### config.mk
export PLATFORM = sky130hd
export DESIGN_NAME = crc_frame_decoder_core
export DESIGN_NICKNAME = d
export VERILOG_FILES = /design/src/rtl/core/crcfd_pkg.sv /design/src/rtl/core/crcfd_datapath.sv /design/src/rtl/core/crcfd_ctrl.sv /design/src/rtl/core/crc_frame_decoder_core.sv
export SDC_FILE = /design/constraint.sdc
export NUM_CORES = 1
export LEC_CHECK = 0
export BUFFER_PORTS_ARGS = -buffer_cell sky130_fd_sc_hd__buf_2
export CAP_MARGIN = 20
export CORE_MARGIN = 5
export CORE_UTILIZATION = 60
export CTS_CLUSTER_DIAMETER = 120
export CTS_CLUSTER_SIZE = 20
export DETAILED_ROUTE_END_ITERATION = 16
export PLACE_DENSITY = 0.78
export SYNTH_ARGS = -nofsm -noshare
export SYNTH_HDL_FRONTEND = slang
export SYNTH_HIERARCHICAL = 1
export SYNTH_SLANG_ARGS = --single-unit
### constraint.sdc
create_clock -name clk -period 4 [get_ports clk]
set_input_delay 0.8 -clock clk [delete_from_list [all_inputs] [get_ports clk]]
set_output_delay 0.8 -clock clk [all_outputs]
set_load 0.01 [all_outputs]
### src/rtl/core/crcfd_pkg.sv
// ----------------------------------------------------------------------------
// crcfd_pkg
// Shared types, constants and the CRC-16/CCITT-FALSE byte update for the
// frame decoder core.
// ----------------------------------------------------------------------------
`default_nettype none

package crcfd_pkg;

  // Result status codes
  typedef enum logic [1:0] {
    ST_OK      = 2'd0,
    ST_INVALID = 2'd1,
    ST_LENGTH  = 2'd2,
    ST_CRC     = 2'd3
  } status_t;

  // Configuration register indexes
  localparam logic [1:0] CFG_START_FIRST  = 2'd0;
  localparam logic [1:0] CFG_START_SECOND = 2'd1;
  localparam logic [1:0] CFG_VERSION      = 2'd2;

  // CRC constants
  localparam logic [15:0] CRC_INIT = 16'hFFFF;
  localparam logic [15:0] CRC_POLY = 16'h1021;

  // Frame layout constants (byte positions, 9-bit count domain)
  localparam logic [8:0] POS_START_FIRST  = 9'd0;
  localparam logic [8:0] POS_START_SECOND = 9'd1;
  localparam logic [8:0] POS_VERSION      = 9'd2;
  localparam logic [8:0] POS_ID           = 9'd3;
  localparam logic [8:0] POS_CMD          = 9'd4;
  localparam logic [8:0] POS_SEQ          = 9'd5;
  localparam logic [8:0] POS_LEN          = 9'd6;
  localparam logic [8:0] POS_PAYLOAD      = 9'd7;
  localparam logic [8:0] MIN_FRAME        = 9'd9;
  localparam logic [8:0] COUNT_MAX        = 9'd511;

  // Commands from controller to datapath
  typedef struct packed {
    logic cap;      // accept one frame byte
    logic eval;     // load header result, clear frame state, rewind read index
    logic load_pl;  // load next payload result from the store
  } dp_cmd_t;

  // Status from datapath to controller
  typedef struct packed {
    logic single;   // frame gives just the header result
    logic last_q;   // result in the output register is the last of the run
  } dp_sts_t;

  // One byte of CRC-16/CCITT-FALSE, MSB first
  function automatic logic [15:0] crc_byte(input logic [15:0] crc_in,
                                           input logic [7:0]  b);
    logic [15:0] c;
    c = crc_in ^ {b, 8'h00};
    for (int i = 0; i < 8; i++) begin
      if (c[15]) begin
        c = {c[14:0], 1'b0} ^ CRC_POLY;
      end else begin
        c = {c[14:0], 1'b0};
      end
    end
    return c;
  endfunction

endpackage

`default_nettype wire

### src/rtl/core/crcfd_datapath.sv
// ----------------------------------------------------------------------------
// crcfd_datapath
// Frame state, CRC, payload store, status evaluation and output register.
// ----------------------------------------------------------------------------
`default_nettype none

module crcfd_datapath #(
  parameter int MAX_PAYLOAD = 32
) (
  input  wire logic              clk,
  input  wire logic              rst,
  input  wire logic              cfg_we,
  input  wire logic [1:0]        cfg_index,
  input  wire logic [7:0]        cfg_data,
  input  wire logic [7:0]        data_byte,
  input  wire crcfd_pkg::dp_cmd_t cmd,
  output crcfd_pkg::dp_sts_t     sts,
  output logic [1:0]             status,
  output logic                   is_payload,
  output logic [7:0]             frame_id,
  output logic [7:0]             command,
  output logic [7:0]             sequence_res,
  output logic [7:0]             payload_length,
  output logic [7:0]             payload_byte,
  output logic                   last
);

  localparam int AW = (MAX_PAYLOAD > 1) ? $clog2(MAX_PAYLOAD) : 1;
  localparam int CW = $clog2(MAX_PAYLOAD + 1);
  localparam logic [8:0] MAX_PL9 = 9'(MAX_PAYLOAD);

  // Configuration registers
  logic [7:0] start_first;
  logic [7:0] start_second;
  logic [7:0] version;

  // Frame state
  logic [8:0]  byte_count;
  logic [15:0] running_crc;
  logic        header_ok;
  logic [7:0]  id_reg;
  logic [7:0]  cmd_reg;
  logic [7:0]  seq_reg;
  logic [7:0]  len_reg;
  logic [15:0] received_crc;

  // Payload store and read side
  logic [7:0]    pl_mem [MAX_PAYLOAD];
  logic [CW-1:0] rd_idx;
  logic [7:0]    rd_data;

  logic [8:0]  off;
  logic [8:0]  len9;
  logic        in_payload;
  logic        crc_en;
  logic [15:0] crc_upd;
  crcfd_pkg::status_t code;

  // Write configuration registers; ignore indexes beyond the list
  always_ff @(posedge clk) begin
    if (rst) begin
      start_first  <= 8'd0;
      start_second <= 8'd0;
      version      <= 8'd0;
    end else if (cfg_we) begin
      case (cfg_index)
        crcfd_pkg::CFG_START_FIRST:  start_first  <= cfg_data;
        crcfd_pkg::CFG_START_SECOND: start_second <= cfg_data;
        crcfd_pkg::CFG_VERSION:      version      <= cfg_data;
        default: ;
      endcase
    end
  end

  // Decode the byte position
  assign off        = byte_count - crcfd_pkg::POS_PAYLOAD;
  assign len9       = {1'b0, len_reg};
  assign in_payload = (byte_count >= crcfd_pkg::POS_PAYLOAD) && (off < len9);
  assign crc_en     = ((byte_count >= crcfd_pkg::POS_VERSION) &&
                       (byte_count <= crcfd_pkg::POS_LEN)) || in_payload;
  assign crc_upd    = crcfd_pkg::crc_byte(running_crc, data_byte);

  // Evaluate frame checks in priority order
  always_comb begin
    if ((byte_count < crcfd_pkg::MIN_FRAME) || !header_ok) begin
      code = crcfd_pkg::ST_INVALID;
    end else if ((len9 > MAX_PL9) || (byte_count != crcfd_pkg::MIN_FRAME + len9)) begin
      code = crcfd_pkg::ST_LENGTH;
    end else if (received_crc != running_crc) begin
      code = crcfd_pkg::ST_CRC;
    end else begin
      code = crcfd_pkg::ST_OK;
    end
  end

  assign sts.single = (code != crcfd_pkg::ST_OK) || (len_reg == 8'd0);
  assign sts.last_q = last;

  // Advance frame state on each byte; clear it once the frame is evaluated
  always_ff @(posedge clk) begin
    if (rst || cmd.eval) begin
      byte_count   <= 9'd0;
      running_crc  <= crcfd_pkg::CRC_INIT;
      header_ok    <= 1'b1;
      id_reg       <= 8'd0;
      cmd_reg      <= 8'd0;
      seq_reg      <= 8'd0;
      len_reg      <= 8'd0;
      received_crc <= 16'd0;
    end else if (cmd.cap) begin
      case (byte_count)
        crcfd_pkg::POS_START_FIRST:  if (data_byte != start_first)  header_ok <= 1'b0;
        crcfd_pkg::POS_START_SECOND: if (data_byte != start_second) header_ok <= 1'b0;
        crcfd_pkg::POS_VERSION:      if (data_byte != version)      header_ok <= 1'b0;
        crcfd_pkg::POS_ID:           id_reg  <= data_byte;
        crcfd_pkg::POS_CMD:          cmd_reg <= data_byte;
        crcfd_pkg::POS_SEQ:          seq_reg <= data_byte;
        crcfd_pkg::POS_LEN:          len_reg <= data_byte;
        default: ;
      endcase
      if (crc_en) begin
        running_crc <= crc_upd;
      end
      if (byte_count >= crcfd_pkg::POS_PAYLOAD) begin
        if (off == len9) begin
          received_crc[7:0] <= data_byte;
        end else if (off == len9 + 9'd1) begin
          received_crc[15:8] <= data_byte;
        end
      end
      if (byte_count != crcfd_pkg::COUNT_MAX) begin
        byte_count <= byte_count + 9'd1;
      end
    end
  end

  // Store payload bytes that fit
  always_ff @(posedge clk) begin
    if (cmd.cap && in_payload && (off < MAX_PL9)) begin
      pl_mem[off[AW-1:0]] <= data_byte;
    end
  end

  // Registered store read
  always_ff @(posedge clk) begin
    rd_data <= pl_mem[rd_idx[AW-1:0]];
  end

  // Rewind the read index on evaluation, step it per payload result
  always_ff @(posedge clk) begin
    if (rst || cmd.eval) begin
      rd_idx <= '0;
    end else if (cmd.load_pl) begin
      rd_idx <= rd_idx + CW'(1);
    end
  end

  // Load the output register
  always_ff @(posedge clk) begin
    if (cmd.eval) begin
      status         <= code;
      is_payload     <= 1'b0;
      frame_id       <= id_reg;
      command        <= cmd_reg;
      sequence_res   <= seq_reg;
      payload_length <= len_reg;
      payload_byte   <= 8'd0;
      last           <= sts.single;
    end else if (cmd.load_pl) begin
      is_payload     <= 1'b1;
      payload_byte   <= rd_data;
      last           <= (9'(rd_idx) + 9'd1) == {1'b0, payload_length};
    end
  end

endmodule

`default_nettype wire

### src/rtl/core/crcfd_ctrl.sv
// ----------------------------------------------------------------------------
// crcfd_ctrl
// Controller: takes frame bytes, sequences the header and payload results.
// ----------------------------------------------------------------------------
`default_nettype none

module crcfd_ctrl (
  input  wire logic          clk,
  input  wire logic          rst,
  input  wire logic          in_valid,
  input  wire logic          frame_end,
  input  wire logic          out_ready,
  input  wire crcfd_pkg::dp_sts_t sts,
  output logic               in_ready,
  output logic               out_valid,
  output crcfd_pkg::dp_cmd_t cmd
);

  typedef enum logic [1:0] {
    S_RX,
    S_EVAL,
    S_FETCH,
    S_SEND
  } state_t;

  state_t state;

  assign in_ready = (state == S_RX);

  // Decode datapath commands
  always_comb begin
    cmd         = '0;
    cmd.cap     = (state == S_RX) && in_valid;
    cmd.eval    = (state == S_EVAL);
    cmd.load_pl = (state == S_FETCH);
  end

  // Hold state and output valid
  always_ff @(posedge clk) begin
    if (rst) begin
      state     <= S_RX;
      out_valid <= 1'b0;
    end else begin
      case (state)
        S_RX: begin
          if (in_valid && frame_end) begin
            state <= S_EVAL;
          end
        end
        S_EVAL: begin
          out_valid <= 1'b1;
          state     <= S_SEND;
        end
        S_FETCH: begin
          out_valid <= 1'b1;
          state     <= S_SEND;
        end
        S_SEND: begin
          if (out_ready) begin
            out_valid <= 1'b0;
            state     <= sts.last_q ? S_RX : S_FETCH;
          end
        end
        default: begin
          state     <= S_RX;
          out_valid <= 1'b0;
        end
      endcase
    end
  end

endmodule

`default_nettype wire

### src/rtl/core/crc_frame_decoder_core.sv
// ----------------------------------------------------------------------------
// crc_frame_decoder_core
// Frame decoder with CRC-16/CCITT-FALSE check and payload replay.
// ----------------------------------------------------------------------------
//  Channel  | Handshake            | Payload
//  ---------+----------------------+--------------------------------------------
//  input    | in_valid / in_ready  | data_byte, frame_end
//  output   | out_valid / out_ready| status, is_payload, frame_id, command,
//           |                      | sequence_res, payload_length, payload_byte,
//           |                      | last
//  config   | cfg_we               | cfg_index, cfg_data
//
//  A frame byte without frame_end is taken in the receive state; the CRC
//  byte update is combinational and registered as the byte is taken.
//  On frame_end: an evaluation state loads the header result, then it is
//  sent; each payload result is an output register load, then the transaction.
//  No input transaction is taken while a result run is in progress.
//  Synchronous reset clears configuration, frame state and control.
// ----------------------------------------------------------------------------
`default_nettype none

module crc_frame_decoder_core #(
  parameter int MAX_PAYLOAD = 32
) (
  input  wire logic       clk,
  input  wire logic       rst,
  input  wire logic       cfg_we,
  input  wire logic [1:0] cfg_index,
  input  wire logic [7:0] cfg_data,
  input  wire logic       in_valid,
  output logic            in_ready,
  input  wire logic [7:0] data_byte,
  input  wire logic       frame_end,
  output logic            out_valid,
  input  wire logic       out_ready,
  output logic [1:0]      status,
  output logic            is_payload,
  output logic [7:0]      frame_id,
  output logic [7:0]      command,
  output logic [7:0]      sequence_res,
  output logic [7:0]      payload_length,
  output logic [7:0]      payload_byte,
  output logic            last
);

  crcfd_pkg::dp_cmd_t cmd;
  crcfd_pkg::dp_sts_t sts;

  crcfd_ctrl u_ctrl (
    .clk       (clk),
    .rst       (rst),
    .in_valid  (in_valid),
    .frame_end (frame_end),
    .out_ready (out_ready),
    .sts       (sts),
    .in_ready  (in_ready),
    .out_valid (out_valid),
    .cmd       (cmd)
  );

  crcfd_datapath #(
    .MAX_PAYLOAD (MAX_PAYLOAD)
  ) u_datapath (
    .clk            (clk),
    .rst            (rst),
    .cfg_we         (cfg_we),
    .cfg_index      (cfg_index),
    .cfg_data       (cfg_data),
    .data_byte      (data_byte),
    .cmd            (cmd),
    .sts            (sts),
    .status         (status),
    .is_payload     (is_payload),
    .frame_id       (frame_id),
    .command        (command),
    .sequence_res   (sequence_res),
    .payload_length (payload_length),
    .payload_byte   (payload_byte),
    .last           (last)
  );

  // Input and output sides never active together
  a_no_overlap: assert property (@(posedge clk) disable iff (rst)
    !(in_ready && out_valid))
    else $error("input taken during a result run");

  // A frame end starts a result run
  a_end_starts_run: assert property (@(posedge clk) disable iff (rst)
    (in_valid && in_ready && frame_end) |=> ##1 out_valid)
    else $error("frame end did not produce a result");

  // Payload results only follow a good frame
  a_payload_ok: assert property (@(posedge clk) disable iff (rst)
    (out_valid && is_payload) |-> (status == crcfd_pkg::ST_OK))
    else $error("payload result with failing status");

  // The last result hands control back to the input side
  a_last_returns: assert property (@(posedge clk) disable iff (rst)
    (out_valid && out_ready && last) |=> in_ready)
    else $error("input not reopened after last result");

endmodule

`default_nettype wire
Word level (Yosys, flattened, before mapping)
Memory sizes are Yosys's and may differ from the RTL's. A register that Yosys moved wholly into a read port is not among the register bits.
Index checks and enable logic that the tools add are counted.
{ "classes": {"muxes": 25, "eq_ne": 25, "n_reduce_logical": 35, "magnitude_cmp": 7, "n_addsub": 6, "bitwise": 10} }
{ "op_table": {"columns": ["op", "n"], "rows": [
  ["two-way mux 13 bit", 8],
  ["== test 9 x 3 -> 1 bit, second input constant", 3],
  ["inequality test 8 bit", 3],
  ["NOT 3 bit", 8],
  ["AND reduction 2 bit", 11],
  ["== test 9 x 2 -> 1 bit, second input constant", 2],
  ["== test 9 x 8 -> 1 bit", 2],
  ["inequality test 16 bit", 1],
  ["XOR 16 bit", 1],
  ["two-way mux 2 bit", 6],
  ["adder 4 x 8 -> 9 bit, first input constant", 1],
  ["adder 8 x 1 -> 9 bit, second input constant", 1],
  ["adder 9 x 1 -> 9 bit, second input constant", 1],
  ["== test 9 x 1 -> 1 bit, second input constant", 1],
  ["== test 9 bit", 1],
  [">= comparator 9 x 2 -> 1 bit, second input constant", 1],
  [">= comparator 9 x 3 -> 1 bit, second input constant", 1],
  ["less-or-equal comparator 9 x 3 -> 1 bit, second input constant", 1],
  ["zero test 9 bit", 1],
  ["less-than comparator 9 x 4 -> 1 bit, second input constant", 1],
  ["less-than comparator 9 x 6 -> 1 bit, second input constant", 1],
  ["less-than comparator 9 x 8 -> 1 bit", 1],
  ["inequality test 9 bit", 1],
  ["inequality test 9 bit, second input constant", 1],
  ["24 further kinds", 49]
]} }
{ "word_totals": {"elab_cells": 132, "mem_bits_rw": 256, "out_inout_bits": 46, "input_bits": 24, "register_bits": 151, "memories": 1} }
{ "memory_table": {"columns": ["name", "words", "width", "rd", "rd_ports_with_merged_regs", "write_ports", "line", "rtl"], "rows": [
  ["u_datapath.pl_mem", 32, 8, 1, 1, 1, "crcfd_datapath.sv:48", "logic [7:0] pl_mem [MAX_PAYLOAD];"]
]} }

Depth between registers and ports, before layout
{ "depth": {"word_depth": 17, "ltp_mapped": 14, "ltp_nobuf": 12} }

Cells and area by module
The synthesis kept the hierarchy.
{ "modules_own_cells": {"columns": ["module", "area_per_inst_um2", "n_inst", "cells_each", "seq_area_each_um2"], "rows": [
  ["crcfd_datapath", 17184.0, 1, 1150, 11160.7],
  ["crcfd_ctrl", 229.0, 1, 25, 60.1]
]} }

Worst setup path after synthesis
Ideal clock, no wire load.
{ "synth_timing": {"kind": "reg2reg", "from": "register u_datapath.byte_count[0]", "to": "memory u_datapath.pl_mem[13][0], enable pin", "stages_incl_launch_ff": 14, "required_time_ps": 3630, "period_less_slack_ps": 3395, "path_buffers": 1, "setup_ps": 370, "path_slack_ps": 605, "t_arrival_ps": 3025, "cell_sequence": "dfxtp_1 > ha_1 > buf_2 > a21oi_1 > xnor2_1 > inv_1 > ha_1 > a21oi_1 > o21ai_1 > o211ai_1 > a21boi_1 > nor3_1 > nand2_1 > nor2_1"} }
{ "synth_via": {"elab_chain_cells": 7, "elab_cells_between_ends": 9, "classes_between": "1 x add/sub; 3 x order compare; 2 x mux; 3 x reduce/logical"} }
{ "synth_lines": {"columns": ["item", "line", "rtl"], "rows": [
  ["start, declared", "crcfd_datapath.sv:38", "logic [8:0] byte_count;"],
  ["start signal, assigned", "crcfd_datapath.sv:132", "byte_count <= byte_count + 9'd1;"],
  ["subtractor 9 x 3 -> 9 bit", "crcfd_datapath.sv:76", "assign off = byte_count - crcfd_pkg::POS_PAYLOAD;"],
  ["less-than comparator 9 x 8 -> 1 bit", "crcfd_datapath.sv:78", "assign in_payload = (byte_count >= crcfd_pkg::POS_PAYLOAD) && (off < len9);"],
  ["logical AND 1 bit", "crcfd_datapath.sv:78", null],
  ["logical AND 1 bit (2 in a row)", "crcfd_datapath.sv:139", "if (cmd.cap && in_payload && (off < MAX_PL9)) begin"],
  ["two-way mux 1 bit", "crcfd_datapath.sv:139", null],
  ["two-way mux 1 bit (implied by the code)", "crcfd_datapath.sv:140", "pl_mem[off[AW-1:0]] <= data_byte;"],
  ["end, declared", "crcfd_datapath.sv:48", null]
]} }
Several ways; a longest one is shown, not always the timed one.

Worst setup path after layout
{ "layout_timing": {"from": "register u_datapath.byte_count[0]", "to": "memory u_datapath.pl_mem[22][1], enable pin"} }
Same word-level chain as after synthesis.

==> metrics.yaml <==
final_layout:
  fin_nets: 1273
  final_common_cell: "edfxtp_1"
  syn_to_final_growth_pct: 9.11
  largest_reg_flops: 256
  drive_gt1_share_pct: 20.8
  mostFrequentLayoutCells: "edfxtp_1, dfxtp_1, nor2_1, mux4_2, buf_2"
  nFillCells: 1983
  fin_util_pct: 66.2
  layout.cells.non_filler: 1629
power:
  power_density_mw_per_mm2: 400
  peakVddDrop_mv: 0.344
  p_leak_nw: 6.34
  p_total_mw: 7.60
sta:
  period_share_pct: 97.9
  hold_viol_final: 0
  layout_min_cycle_time_ns: 3.92
  fmax_mhz: 255
  worst_pin_slew_ns: 1.04
  setup_viol: 0
  slew_viol_final: 0
  tns_ns: 0
  hold_slack_ns: 0.437
  rsz0062_at_grt: "yes"
  skew_ns: 0.0164
  relSlewSlack_pct: 30.8
cts:
  clkSinkCount: 415
  clkTransAtPathRegs_ns: 0.08
  postCtsSetupBuffers: 0
  clockBufferDepth: 3
  h-tree-depth: 1
  cts_tree: "done"
  clockRootBuffer: "clkbuf_16"
  numCtsBuffers: 24
  worstSkewPairLatency_ns: 0.55
drt:
  viasPerCell: 6.23
  wl_mm: 41.3
  wl_per_cell_um: 25.3
  drcViolationCount: 0
  drtAntennaViolNets: 0
  dr.first_iter.drc_count: 1303
  drtPass1Iterations: 5
  via_count: 10151
floorplan:
  core-area_mm2: 0.0287
  die_x_um: 180
  dieHeight_um: 180
  dieArea_mm2: 0.0325
  rows: 62
  io_pins: 70
  start_util_pct: 60.7
yosys:
  synthesis.instances: 1175
  synthDistinctLibCells: 64
  synth_top_flop_cell: "edfxtp_1"
  synth_edf_count: 291
  synth_top_area_cell: "edfxtp_1"
  syn_nets: 1222
  synth_area_mm2: 0.0174
  yosys_warnings: 6
  synthArstFlopShare_pct: 0
  yosys-top-cells-area: "edfxtp_1, dfxtp_1, mux4_2, mux2i_1, nor2_1"
  yosysTopAreaCellShare_pct: 50.2
  synth.avg_cell_area_um2: 14.8
  ys_seq_area_share_pct: 64.4
  synth-seq-cells: 415
placed_design:
  place.gp.congestion: 0.912
  portBuffers: 69
  placed_cells: 1582
  hpwl_mm: 27.4
global_route:
  antenna_found_initial: 3
  met3_usage_pct: 4.50
  grt_pass1_vias: 10112
  grt_max_degree: 57
  track_usage_pct: 25.3
  met2_usage_pct: 41.7
  grt_pass1_wl_mm: 62.8
  globalRoute.totalOverflow: 0
  globalRoute.busiestLayer: "met2"
  met1_usage_pct: 35.1
worst_setup_path:
  crit_arrival_ns: 4.12
  cp-end-kind: "register"
  critPathKind: "register to register"
  cp_slowest_cell: "nand2_1"
  max_stage_delay_ns: 0.57
  cp.required_ns: 4.20
  cp-start-kind: "register"
  crit_fanout: 8
  path_cells: "ha_1 -> a21oi_1 -> xnor2_1 -> inv_1 -> ha_1 -> a21oi_1 -> o21ai_1 -> o211ai_1 -> a21boi_1 -> nor3_1 -> nand2_1 -> nor2_2"
worst_hold_path:
  hold_path.class: "register to register"
job:
  cap_violations: 0
run_status:
  status: "completed"
-- cells in the mapped netlist (all sizes together) (2+ instances only) --
library cell and number:
mux2 9, nand3 30, clkbuf 38, a2111oi 2, a31oi 14, ha 23, and3 4, xor2 49
nand3b 5, mux4 80, dfxtp 124, nor4 11, xnor2 55, nor2b 5, nand4 19, mux2i 68
o31a 2, o221ai 2, a21boi 2, or2 6, a211oi 3, edfxtp 291, nor2 131, inv 18
xnor3 2, and2 2, nand2b 2, a21oi 41, nor3 24, nor3b 4, buf 33, o31ai 2
or3 3, nand2 37, o21ai 17
-- per-layer routing --
| metal | wire length (um) | vias to the layer above | part of all wire, % |
|---|---|---|---|
| met2 | 20400 | 511 | 49 |
| met4 | 1300 | 2 | 3.1 |
| met1 | 16100 | 5044 | 39 |
| li1 | - | 4514 | - |
| met3 | 3460 | 80 | 8.4 |
| met5 | 7 | - | 0.017 |
-- critical path, delay by kind of cell, from the launching register on --
kind	cells	cell delay [ns]
adders and majority gates	2	0.54
and+or+nand+nor	3	1.54
buffers and inverters	1	0.14
xor gates and xnor gates	1	0.20
AOI/OAI and AO/OA	5	0.83
DFF	1	0.32
-- stage by stage --
stage | worst slack, ns | area [um^2]
after floorplan | 0.605 | 17400
after global placement | 0.0919 | 18200
after detailed placement | -0.0289 | 18200
after CTS | -0.0126 | 18900
after global routing | -0.180 | 19000
final | 0.0844 | 19000
-- power breakdown --
part	internal [mW]	switching [mW]	total [mW]	leakage (nW)
Clock	1.15	1.31	2.46	0.328
Sequential	4.64	0.0353	4.68	3.65
Combinational	0.156	0.307	0.463	2.36
Total	5.95	1.66	7.60	6.34
-- worst paths after layout --
| kind | cells after the start | slack, ns | endpoint | from |
|---|---|---|---|---|
| setup / recovery | 12 | 0.08 | u_datapath/pl_mem[22][1]$_DFFE_PP_ | u_datapath/byte_count[0]$_SDFFE_PP0P_ |
| hold / removal | 0 | 0.44 | u_datapath/sequence_res[0]$_DFFE_PP_ | u_datapath/seq_reg[0]$_SDFFE_PP0P_ |
| setup reg to reg | 12 | 0.08 | u_datapath/pl_mem[22][1]$_DFFE_PP_ | u_datapath/byte_count[0]$_SDFFE_PP0P_ |
| hold reg to reg | 0 | 0.44 | u_datapath/sequence_res[0]$_DFFE_PP_ | u_datapath/seq_reg[0]$_SDFFE_PP0P_ |
-- layout make-up --
class | instances | area, um^2 | area share [%]
antenna | 1 | 2.50 | 0.0132
clock buffer | 42 | 668 | 3.52
clock inverter | 2 | 22.5 | 0.119
inverter | 18 | 67.6 | 0.356
multi-input combinational | 671 | 5920 | 31.2
sequential | 415 | 11200 | 59.1
tap | 384 | 480 | 2.53
timing repair buffer | 96 | 609 | 3.21
-- repair_timing --
item / 4_1_cts / 5_1_grt
hold buffers: 0 / 0
resized for setup: 1 / 32
endpoints found under the hold margin: 0 / 0
endpoints found under the setup margin: 8 / 256
-- kinds of logic (layout without fill, tap and decap cells) --
family                     Yosys count  in the layout  synth area share [%]
DFF                                415            415                  64.4
and+or+nand+nor                    287            287                  7.76
muxes                              157            157                  14.8
xor gates and xnor gates           106            106                  5.53
AOI/OAI and AO/OA                   98             98                  3.66
buffers and inverters               89            158                  2.11
adders and majority gates           23             23                  1.65
other                                0              1                     0
No activity file was read; power rests on OpenSTA's default activity.
